<file path="src/rtl/vds_pkg.sv">
// shared types and constants of the vm data stack
package vds_pkg;

  localparam int unsigned DEPTH_DEF = 1024;

  typedef enum logic [1:0] {
    CMD_PUSH  = 2'd0,
    CMD_POP   = 2'd1,
    CMD_LOAD  = 2'd2,
    CMD_STORE = 2'd3
  } cmd_t;

  typedef enum logic [1:0] {
    ST_OK        = 2'd0,
    ST_OVERFLOW  = 2'd1,
    ST_UNDERFLOW = 2'd2,
    ST_BADINDEX  = 2'd3
  } status_t;

  typedef struct packed {
    cmd_t               cmd;
    logic [9:0]         slot_index;
    logic signed [31:0] word_in;
  } item_t;

  typedef struct packed {
    logic signed [31:0] word_out;
    status_t            status;
    logic [10:0]        depth_now;
  } result_t;

  typedef struct packed {
    logic    rd;
    status_t status;
  } op_res_t;

endpackage

</file>
<file path="src/rtl/vds_ctrl.sv">
// command decode, bounds checks and fill count
module vds_ctrl #(
  parameter int unsigned DEPTH = 1024,
  parameter int unsigned AW    = 10,
  parameter int unsigned CW    = 11
) (
  input  logic            clk,
  input  logic            rst,
  input  logic            accept,
  input  vds_pkg::item_t  item,
  output logic            we,
  output logic            re,
  output logic [AW-1:0]   addr,
  output logic [31:0]     wdata,
  output vds_pkg::op_res_t res,
  output logic [CW-1:0]   fill_next
);
  import vds_pkg::*;

  localparam int unsigned XW = (CW > 10) ? CW : 10;

  logic [CW-1:0] fill;
  logic [CW-1:0] fill_dec;
  logic [CW-1:0] fill_inc;
  logic [XW-1:0] idx_x;
  logic [XW-1:0] fill_x;
  logic          full;
  logic          empty;
  logic          idx_ok;

  assign fill_dec = fill - CW'(1);
  assign fill_inc = fill + CW'(1);
  assign idx_x    = XW'(item.slot_index);
  assign fill_x   = XW'(fill);
  assign full     = (fill == CW'(DEPTH));
  assign empty    = (fill == '0);
  assign idx_ok   = (idx_x < fill_x);
  assign wdata    = item.word_in;

  always_comb begin
    we         = 1'b0;
    re         = 1'b0;
    addr       = fill[AW-1:0];
    fill_next  = fill;
    res.rd     = 1'b0;
    res.status = ST_OK;
    case (item.cmd)
      CMD_PUSH: begin
        if (full) begin
          res.status = ST_OVERFLOW;
        end else begin
          we        = 1'b1;
          fill_next = fill_inc;
        end
      end
      CMD_POP: begin
        if (empty) begin
          res.status = ST_UNDERFLOW;
        end else begin
          re        = 1'b1;
          res.rd    = 1'b1;
          addr      = fill_dec[AW-1:0];
          fill_next = fill_dec;
        end
      end
      CMD_LOAD: begin
        addr = idx_x[AW-1:0];
        if (idx_ok) begin
          re     = 1'b1;
          res.rd = 1'b1;
        end else begin
          res.status = ST_BADINDEX;
        end
      end
      CMD_STORE: begin
        addr = idx_x[AW-1:0];
        if (idx_ok) begin
          we = 1'b1;
        end else begin
          res.status = ST_BADINDEX;
        end
      end
      default: begin
        res.status = ST_OK;
      end
    endcase
    if (!accept) begin
      we        = 1'b0;
      re        = 1'b0;
      fill_next = fill;
    end
  end

  always_ff @(posedge clk) begin
    if (rst) begin
      fill <= '0;
    end else begin
      fill <= fill_next;
    end
  end

  a_fill_bound: assert property (@(posedge clk) disable iff (rst)
    fill <= CW'(DEPTH))
    else $error("fill count beyond depth");

  a_push_grows: assert property (@(posedge clk) disable iff (rst)
    (accept && item.cmd == CMD_PUSH && !full) |=> (fill == $past(fill) + CW'(1)))
    else $error("push did not grow the stack");

  a_no_access_on_error: assert property (@(posedge clk) disable iff (rst)
    (res.status != ST_OK) |-> (!we && !re && fill_next == fill))
    else $error("store touched on an error");

endmodule

</file>
<file path="config.mk">
export PLATFORM = sky130hd
export DESIGN_NAME = vds_ctrl
export DESIGN_NICKNAME = d
export VERILOG_FILES = /design/src/rtl/vds_pkg.sv /design/src/rtl/vds_ctrl.sv
export SDC_FILE = /design/constraint.sdc
export NUM_CORES = 1
export LEC_CHECK = 0
export ABC_AREA = 1
export BUFFER_PORTS_ARGS = -buffer_cell sky130_fd_sc_hd__buf_2
export CAP_MARGIN = 25
export CORE_MARGIN = 5
export CORE_UTILIZATION = 45
export CTS_CLUSTER_SIZE = 24
export DETAILED_ROUTE_END_ITERATION = 8
export GPL_ROUTABILITY_DRIVEN = 0
export PLACE_DENSITY = 0.92
export SLEW_MARGIN = 25
export SYNTH_ARGS = -nofsm -noshare
export SYNTH_HDL_FRONTEND = slang
export SYNTH_SLANG_ARGS = --single-unit
</file>
<file path="constraint.sdc">
create_clock -name clk -period 2.41 [get_ports clk]
set_input_delay 0.1205 -clock clk [delete_from_list [all_inputs] [get_ports clk]]
set_output_delay 0.1205 -clock clk [all_outputs]
set_load 0.005 [all_outputs]
</file>
==> metrics.md, run 1 <==
| Metric | Value |
|---|---|
| CP bufs+invs | `3` |
| Setup Crit Path Kind | `reg -> out` |
| Vias per inst | `~5.5` |
| DRT Wirelength | `between 4000 and 5000 µm` |
| Hold Path Depth | `2` |
| PortBufs | `40` |
| Setup Fix Bufs, Post-CTS | `0` |
| Max_slew headroom | `about three quarters` |
| Dpl cells | `353` |
| Non-filler cells in the finished layout | `357` |
| Die Wd | `73.9 µm` |
| R2R depth | `10` |
| WHS Endpoint | `fill[1]$_SDFF_PP0_` |
| Kind of end point of the critical path | `primary output` |
| Reg with most FFs | `fill` |
| Synthesized area | `~0.0018 mm²` |
| FP Rows | `23` |
| CP delay by family, top | `simple AND/OR/NAND/NOR gates` |
| Initial antenna violation count | `0` |
| Floorplan core area | `~0.004 mm²` |
| Post-Syn Instances | `about 300` |
| CTS Buf Count | `3` |
| CTS Buffer Depth | `2` |
| Detail Route met2 WL | `roughly 2200 µm` |
| Leak | `slightly above 1 nW` |
| HP Start | `rst` |
| Worst R2R End | `fill[0]$_SDFF_PP0_` |
| Run status | `complete, no violations` |
| Multi-input gate area | `0.00119 mm²` |
| R2r setup slk | `between 0.5 and 0.6 ns` |
| Max-Cap Viols | `0` |
| Top_reg_cell synth | `dfxtp_1` |
| Min-Delay Path Class | `in -> reg` |
| Cts repair resizes | `0` |
| Crit path max fanout | `8` |
| Data arrival time of the worst path | `between 2 and 2.5 ns` |
| Final worst path period need | `about 2.2 ns` |
| Fillers | `~410` |
| DR vias | `1,966` |
| Ys async rst share | `0%` |
| F_max | `453 MHz` |
| Final Cycle Share | `between 90% and 100%` |
| Vias in the first global route | `~1,900` |
| Initial drt markers | `337` |
| I/O pins | `approximately 110` |
| Dpl hpwl | `4030 µm` |
| RSZ-0062 raised after global routing | `no` |
| Layout cells sized above 1 | `21.5%` |
| Post-cts hold buffer count | `0` |
| CP peak stage delay | `around 0.36 ns` |
| Dpl ws | `0.507 ns` |
| Routed length per instance | `13.9 µm` |
| Power Dens Cells | `~450 mW/mm²` |
| WL met3 | `581 µm` |
| Mean Syn Cell Area | `a little over 6 µm²` |
| Count of final setup violators | `0` |
| Clk_lat worst skew | `around 0.23 ns` |
| Chip Height | `between 70 and 80 µm` |
| CTS H-Tree Depth | `1` |
| Reg2reg start | `fill[0]$_SDFF_PP0_` |
| Largest net degree at the start of global routing | `29` |
| GRT Total Usage | `about a fifth` |
| DRT antenna net count | `0` |
| Reg clk slew, reported paths | `0.05 ns` |
| Max-slew violation count | `0` |
| Slew of the pin with the lowest slew margin | `around 0.37 ns` |
| CTS tree | `done` |
| Unique masters post-synth | `28` |
| Biggest regs | `fill: 11 flops` |
| Max FFs per register | `11` |
| Peak VDD IR | `0.286 mV` |
| First-pass GRT wire length | `a little under 9000 µm` |
| DRC | `0` |
| Count of final hold-check violations | `0` |
| Post-synth EDFFs | `0` |
| Register area | `approximately 220 µm²` |
| Startpoint Class | `flop` |
| Worst path slowest cell | `dfxtp_1` |
| Clock Sinks | `11` |
| Most frequent cells in the layout | `nand2_1 (78), buf_2 (40), inv_1 (29), nand3_1 (29), a21oi_1 (22)` |
| Sequential fraction of the synthesis area | `between 10% and 20%` |
| Final Util | `approximately 47%` |
| Total congestion overflow | `0` |
| Clock Skews | `0.000773 ns` |
| Die ar. | `0.00546 mm²` |
| FF+latch count, synth | `11` |
| Syn. warnings | `0` |
| Worst Path Required | `2.29 ns` |
| Post-route setup slack | `between 0.2 and 0.25 ns` |
| Commonest non-fill, non-tap cell in the layout | `nand2_1` |
| CP Cell Sequence | `inv_1 -> ha_1 -> nand3_4 -> nor2_8 -> nand2_2 -> nand2_1 -> nand3_1 -> nand3_1 -> nand2_1 -> inv_1 -> buf_2` |
| Metal-1 WL | `2080 µm` |
| Clock Tree Root | `clkbuf_8` |
| Router iterations before antenna repair | `7` |
| Mapped Nets | `365` |
| CP startpoint | `fill[0]$_SDFF_PP0_` |
| Initial Utilization | `between 40 and 50%` |
| P&R area growth vs syn | `1.23%` |
| Nets | `370` |
| Setup TNS | `0 ns` |
| Ant diodes | `0` |
| Max layer used | `met4` |
synthesized netlist by cell type (2+ instances only):
library cell | instances | area, µm²
buf_2 | 3 | 15.0
or2_2 | 2 | 12.5
a21oi_2 | 2 | 17.5
inv_1 | 29 | 109
nor2_1 | 17 | 63.8
clkbuf_1 | 4 | 15.0
nand2_1 | 78 | 293
o21ai_0 | 12 | 60.1
dfxtp_1 | 11 | 220
buf_6 | 2 | 22.5
a21oi_1 | 22 | 110
buf_4 | 33 | 248
nor2_2 | 6 | 37.5
nand3_2 | 2 | 20.0
a22oi_1 | 9 | 67.6
nand4_1 | 11 | 68.8
nor3_1 | 4 | 20.0
nand2_2 | 2 | 12.5
ha_1 | 15 | 188
inv_2 | 3 | 11.3
nand3_1 | 29 | 145
logic make-up (layout without fill, tap and decap cells):
group / Yosys count / in the layout / synth area share, %
buffers and inverters: 75 / 79 / 23.2
xor gates and xnor gates: 1 / 1 / 0.477
and+or+nand+nor: 154 / 154 / 39.3
AOI/OAI and AO/OA: 47 / 47 / 14.8
adders and majority gates: 15 / 15 / 10.2
DFF: 11 / 11 / 12.0
cell type report:
type                            instances  area share, %
Multi-Input combinational cell        217           64.0
Sequential cell                        11           11.8
Timing Repair Buffer                   42           11.6
Inverter                               33           6.80
Tap cell                               50           3.36
Clock buffer                            4           2.42
routing by layer:
layer / track usage, % / vias to the layer above
met2: 30.7 / 113
met4: 8.05 / 0
li1: - / 979
met1: 26.2 / 860
met5: 0 / -
met3: 4.38 / 14
per-stage QoR:
step	hold slack, ns	area [µm²]	total power (W)
finish	0.202	1860	0.000836
global route	0.211	1860	0.000915
CTS	0.198	1860	0.000838
detailed placement	0.241	1810	0.000651
global placement	0.241	1810	0.000637
floorplan	0.190	1840	0.000564
worst max-delay path by stage:
stage                   end  slack [ns]  cells past startpoint
6_report       fill_next[0]        0.20                     11
3_3_place_gp   fill_next[8]        0.55                     10
3_5_place_dp   fill_next[8]        0.51                     10
4_1_cts        fill_next[8]        0.25                     10
5_1_grt        fill_next[0]        0.02                     11
2_1_floorplan  fill_next[8]        0.84                      9
where the power goes:
group | internal (W) | total [W] | switching (W)
combinational | 0.000164 | 0.000437 | 0.000273
clock | 0.000116 | 0.000183 | 0.0000670
sequential | 0.000195 | 0.000216 | 0.0000214
(Power assumes the default switching activity.)
==> run 2, diff against run 1 <==
--- a/config.mk
+++ b/config.mk
@@ -13,7 +13,7 @@
 export CTS_CLUSTER_SIZE = 24
 export DETAILED_ROUTE_END_ITERATION = 8
 export GPL_ROUTABILITY_DRIVEN = 0
-export PLACE_DENSITY = 0.92
+export PLACE_DENSITY = 0.82
 export SLEW_MARGIN = 25
 export SYNTH_ARGS = -nofsm -noshare
 export SYNTH_HDL_FRONTEND = slang
==> run 2 against run 1 <==
  * Clock skew is essentially flat
  * Die area is the same
  * Utilization is the same
  * Register-to-register slack gained 0.03 ns
  * Design area is the same
  * Total power shrank 2.2%
  * Cell count is the same
  * Combinational power shrank 2%
  * Largest cell class unchanged
  * Highest routed layer unchanged
==> metrics.md, run 2 (synthesized netlist as in run 1, its figures left out) <==
| Metric | Value |
|---|---|
| Run status | `complete, no violations` |
| Worst Path Required | `2.29 ns` |
| Worst path slowest cell | `dfxtp_1` |
| CP Cell Sequence | `inv_1 -> ha_1 -> nand3_4 -> nor2_8 -> nand2_4 -> nand4_1 -> nand2_1 -> nand2_1 -> nand2_1 -> buf_2` |
| Clk pwr share | `between 20% and 30%` |
| Die Wd | `roughly 74 µm` |
| Most used cell, CP | `nand2_1` |
| RSZ-0062 raised after global routing | `no` |
| Max-Cap Viols | `0` |
| Sw frac | `between 40 and 50%` |
| Startpoint Class | `flop` |
| Initial drt markers | `126` |
| Min-Delay Path Class | `in -> reg` |
| F_max | `465 MHz` |
| Dpl cells | `approximately 350` |
| Reg2reg start | `fill[0]$_SDFF_PP0_` |
| Setup Crit Path Kind | `reg -> out` |
| Most frequent cells in the layout | `nand2_1 (78), buf_2 (40), inv_1 (29), nand3_1 (29), a21oi_1 (22)` |
| DRT antenna net count | `0` |
| Max-slew violation count | `0` |
| Max FFs per register | `11` |
| Crit path max fanout | `8` |
| Flop pwr share | `26.4%` |
| Setup Fix Bufs, Post-CTS | `0` |
| Clock Skews | `0.000437 ns` |
| Commonest non-fill, non-tap cell in the layout | `nand2_1` |
| P_sw | `0.000344 W` |
| Reg clk slew, reported paths | `about 0.050 ns` |
| Non-filler cells in the finished layout | `roughly 360` |
| GRT Total Usage | `between 10% and 20%` |
| Count of final hold-check violations | `0` |
| Reg with most FFs | `fill` |
| Cts repair resizes | `0` |
| Clock Sinks | `11` |
| CP peak stage delay | `0.36 ns` |
| Internal | `about 0.00047 W` |
| DR vias | `between 1,500 and 2,000` |
| Max_slew headroom | `approximately 77%` |
| Floorplan core area | `0.00397 mm²` |
| CTS tree | `done` |
| Logic pwr share | `between 50 and 60%` |
| Leak | `between 1 and 1.5 nW` |
| Clock Tree Root | `clkbuf_8` |
| Data arrival time of the worst path | `between 2 and 2.5 ns` |
| Slew of the pin with the lowest slew margin | `roughly 0.34 ns` |
| Router iterations before antenna repair | `4` |
| P&R area growth vs syn | `1.23%` |
| DRT Wirelength | `about 4500 µm` |
| DRC | `0` |
| CP startpoint | `fill[0]$_SDFF_PP0_` |
| CTS Buffer Depth | `2` |
| Total congestion overflow | `0` |
| Final worst path period need | `between 2 and 2.5 ns` |
| Post-cts hold buffer count | `0` |
| Fillers | `439` |
| Dpl hpwl | `approximately 3700 µm` |
| Vias in the first global route | `about 1,700` |
| HP Start | `rst` |
| Vias per inst | `about 5.3` |
| PortBufs | `40` |
| Initial Utilization | `~46%` |
| Kind of end point of the critical path | `primary output` |
| Ant diodes | `0` |
| Chip Height | `73.9 µm` |
| Layout cells sized above 1 | `between 20% and 30%` |
| CTS H-Tree Depth | `1` |
| Routed length per instance | `~13 µm` |
| Power Dens Cells | `440 mW/mm²` |
| Count of final setup violators | `0` |
| CTS Buf Count | `3` |
| Nets | `370` |
| I/O pins | `between 100 and 150` |
| Setup TNS | `0 ns` |
| FP Rows | `23` |
| Peak VDD IR | `between 0.2 and 0.3 mV` |
| Initial antenna violation count | `0` |
| Die ar. | `0.00546 mm²` |
| Final Cycle Share | `89.2%` |
| First-pass GRT wire length | `7640 µm` |
| Final Util | `between 40% and 50%` |
| Biggest regs | `fill: 11 flops` |
| Clk_lat worst skew | `approximately 0.23 ns` |
| Largest net degree at the start of global routing | `29` |
-- run 2: cell counts in the layout (fill, tap and decap cells not counted) --
Identical to the previous run, type by type.
-- run 2: power by group through the flow --
stage,Combinational [W],Sequential (W),Clock [W]
after global routing,0.000487,0.000218,0.000189
after detailed placement,0.000426,0.000219,0
after floorplan,0.000354,0.000210,0
after global placement,0.000421,0.000218,0
final,0.000427,0.000216,0.000175
after CTS,0.000428,0.000215,0.000181
-- run 2: layout make-up --
cell class                 count  area, µm²  area share (%)
clock buffer                   4       45.0            2.42
inverter                      33        126            6.80
multi-input combinational    217       1190            64.0
sequential                    11        220            11.8
tap                           50       62.6            3.36
timing repair buffer          42        215            11.6
-- run 2: routing by layer --
| metal | part of all wire [%] | GRT usage (%) | up-vias |
|---|---|---|---|
| li1 | - | - | 986 |
| met1 | 47 | 24.6 | 846 |
| met2 | 43 | 26.6 | 56 |
| met3 | 8.4 | 2.33 | 4 |
| met4 | 0.98 | 5.03 | 0 |
| met5 | 0 | 0 | - |
-- run 2: path summary, 6_finish.rpt --
check | end | slack (ns) | cells after the start
hold / removal | fill[8]$_SDFF_PP0_ | 0.21 | 2
setup / recovery | fill_next[5] | 0.26 | 10
setup reg to reg | fill[7]$_SDFF_PP0_ | 0.60 | 9
hold reg to reg | fill[3]$_SDFF_PP0_ | 0.58 | 2
-- run 2: through the flow --
step | total power, W | hold WS (ns) | setup slack (ns) | instance area [µm²]
after CTS | 0.000824 | 0.204 | 0.279 | 1860
final | 0.000818 | 0.206 | 0.261 | 1860
after floorplan | 0.000564 | 0.190 | 0.845 | 1840
after global placement | 0.000639 | 0.241 | 0.548 | 1810
after global routing | 0.000894 | 0.211 | 0.0700 | 1860
after detailed placement | 0.000645 | 0.241 | 0.539 | 1810
-- run 2: critical path: cells and delay by family (launching register included) --
kind                       cells  cell delay [ns]
buffers and inverters          2             0.32
and+or+nand+nor                7             0.82
DFF                            1             0.36
adders and majority gates      1             0.30
==> run 3, diff against run 2 <==
--- a/config.mk
+++ b/config.mk
@@ -13,6 +13,7 @@
 export CTS_CLUSTER_SIZE = 24
 export DETAILED_ROUTE_END_ITERATION = 8
 export GPL_ROUTABILITY_DRIVEN = 0
+export MAX_ROUTING_LAYER = met4
 export PLACE_DENSITY = 0.82
 export SLEW_MARGIN = 25
 export SYNTH_ARGS = -nofsm -noshare
==> run 3 against run 2 <==
  * Combinational power barely moved
  * Register-to-register slack about the same
  * Sequential share of layout area unchanged
  * Worst hold slack worse by 0.0014 ns
  * Die area is the same
  * Global-route usage is 0.46 points higher
  * Count of clock-buffer cells in the layout unchanged
  * First-iteration DRC count grew 5.6%
  * Via count down 0.11%
  * Critical path type unchanged
  * Largest power group unchanged
==> metrics.md, run 3 (synthesized netlist as in run 1, its figures left out) <==
| Metric | Value |
|---|---|
| First-pass GRT wire length | `between 7000 and 8000 µm` |
| Reg clk slew, reported paths | `~0.050 ns` |
| Sw frac | `a little over two fifths` |
| Clock Sinks | `11` |
| Flop pwr share | `26.4%` |
| DR vias | `around 1,900` |
| Final Cycle Share | `90.0%` |
| Setup Fix Bufs, Post-CTS | `0` |
| Nets | `370` |
| P&R area growth vs syn | `1.23%` |
| Internal | `~0.00047 W` |
| Vias in the first global route | `1,713` |
| Routed length per instance | `between 10 and 15 µm` |
| Biggest regs | `fill: 11 flops` |
| Max-Cap Viols | `0` |
| Cts repair resizes | `0` |
| Router iterations before antenna repair | `4` |
| Logic pwr share | `approximately 52%` |
| R2r setup slk | `between 0.5 and 0.6 ns` |
| CTS Buf Count | `3` |
| Vias per inst | `~5.3` |
| F_max | `between 400 and 500 MHz` |
| Post-cts hold buffer count | `0` |
| Setup TNS | `0 ns` |
| Leak | `about 1.0 nW` |
| Crit path max fanout | `8` |
| Dpl hpwl | `roughly 3700 µm` |
| Commonest non-fill, non-tap cell in the layout | `nand2_1` |
| CTS H-Tree Depth | `1` |
| DRC | `0` |
| Initial Utilization | `46.3%` |
| Final worst path period need | `2.17 ns` |
| Floorplan core area | `~0.0040 mm²` |
| Power Dens Cells | `approximately 440 mW/mm²` |
| Setup Crit Path Kind | `reg -> out` |
| CTS tree | `done` |
| FP Rows | `23` |
| Final Util | `between 40% and 50%` |
| Peak VDD IR | `between 0.2 and 0.3 mV` |
| Clock Tree Root | `clkbuf_8` |
| CTS Buffer Depth | `2` |
| Data arrival time of the worst path | `roughly 2.1 ns` |
| Max_slew headroom | `approximately 76%` |
| DRT Wirelength | `~4500 µm` |
| Total congestion overflow | `0` |
| DRT antenna net count | `0` |
| Layout cells sized above 1 | `~21%` |
| Most frequent cells in the layout | `nand2_1 (78), buf_2 (40), inv_1 (29), nand3_1 (29), a21oi_1 (22)` |
| Initial antenna violation count | `0` |
| Max-slew violation count | `0` |
| Count of final hold-check violations | `0` |
| Clk pwr share | `a little over a fifth` |
| I/O pins | `roughly 110` |
| Startpoint Class | `flop` |
| RSZ-0062 raised after global routing | `no` |
| GRT Total Usage | `between 15 and 20%` |
| Die Wd | `between 70 and 80 µm` |
| Kind of end point of the critical path | `primary output` |
| Count of final setup violators | `0` |
| Clock Skews | `between 0.0004 and 0.0005 ns` |
| Min-Delay Path Class | `in -> reg` |
| Largest net degree at the start of global routing | `29` |
| PortBufs | `40` |
| Ant diodes | `0` |
| Max FFs per register | `11` |
| Initial drt markers | `around 130` |
| Reg with most FFs | `fill` |
| Die ar. | `roughly 0.0055 mm²` |
| Worst Path Required | `2.29 ns` |
| Chip Height | `around 74 µm` |
| P_sw | `around 0.00034 W` |
| Clk_lat worst skew | `0.23 ns` |
| Slew of the pin with the lowest slew margin | `roughly 0.35 ns` |
| Run status | `complete, no violations` |
[run 3: cell counts in the layout (fill, tap and decap cells not counted)]
Identical to the previous run, type by type.
[run 3: area by class of cell]
type,instances,area [µm²]
multi-input combinational,217,1190
timing repair buffer,42,215
clock buffer,4,45.0
fill,439,2110
tap,50,62.6
inverter,33,126
sequential,11,220
[run 3: routing by layer]
layer | vias to the layer above | track usage (%) | share of wire, %
met3 | 4 | 2.05 | 8.2
met5 | - | - | 0
met4 | 0 | 5.03 | 0.98
li1 | 985 | - | -
met1 | 843 | 24.7 | 48
met2 | 58 | 26.6 | 43
[run 3: path summary, 6_finish.rpt]
check                           depth (start not counted)                  to                from
worst max-delay path                                   10        fill_next[5]  fill[0]$_SDFF_PP0_
worst min-delay path                                    2  fill[8]$_SDFF_PP0_                 rst
worst max register to register                          9  fill[5]$_SDFF_PP0_  fill[0]$_SDFF_PP0_
worst min register to register                          2  fill[3]$_SDFF_PP0_  fill[3]$_SDFF_PP0_
[run 3: power by group through the flow]
stage / clock network, W / logic, W / registers (W)
floorplan: 0 / 0.000354 / 0.000210
global placement: 0 / 0.000421 / 0.000218
detailed placement: 0 / 0.000426 / 0.000219
CTS: 0.000181 / 0.000428 / 0.000215
global route: 0.000189 / 0.000487 / 0.000218
finish: 0.000175 / 0.000428 / 0.000216
[run 3: stage by stage]
step,hold WS [ns],total power (W),setup slack [ns],instances,instance area [µm²]
detailed placement,0.241,0.000645,0.539,353,1810
finish,0.205,0.000818,0.242,357,1860
global placement,0.241,0.000639,0.548,353,1810
floorplan,0.190,0.000564,0.845,303,1840
CTS,0.204,0.000824,0.279,357,1860
global route,0.211,0.000894,0.0700,357,1860
[run 3: critical path, cell delays in order, from the launching register on]
cell and delay [ns]:
dfxtp_1 0.36, inv_1 0.20, ha_1 0.30, nand3_4 0.14, nor2_8 0.21, nand2_4 0.11, nand4_1 0.17, nand2_1 0.08
nand2_1 0.08, nand2_1 0.05, buf_2 0.12
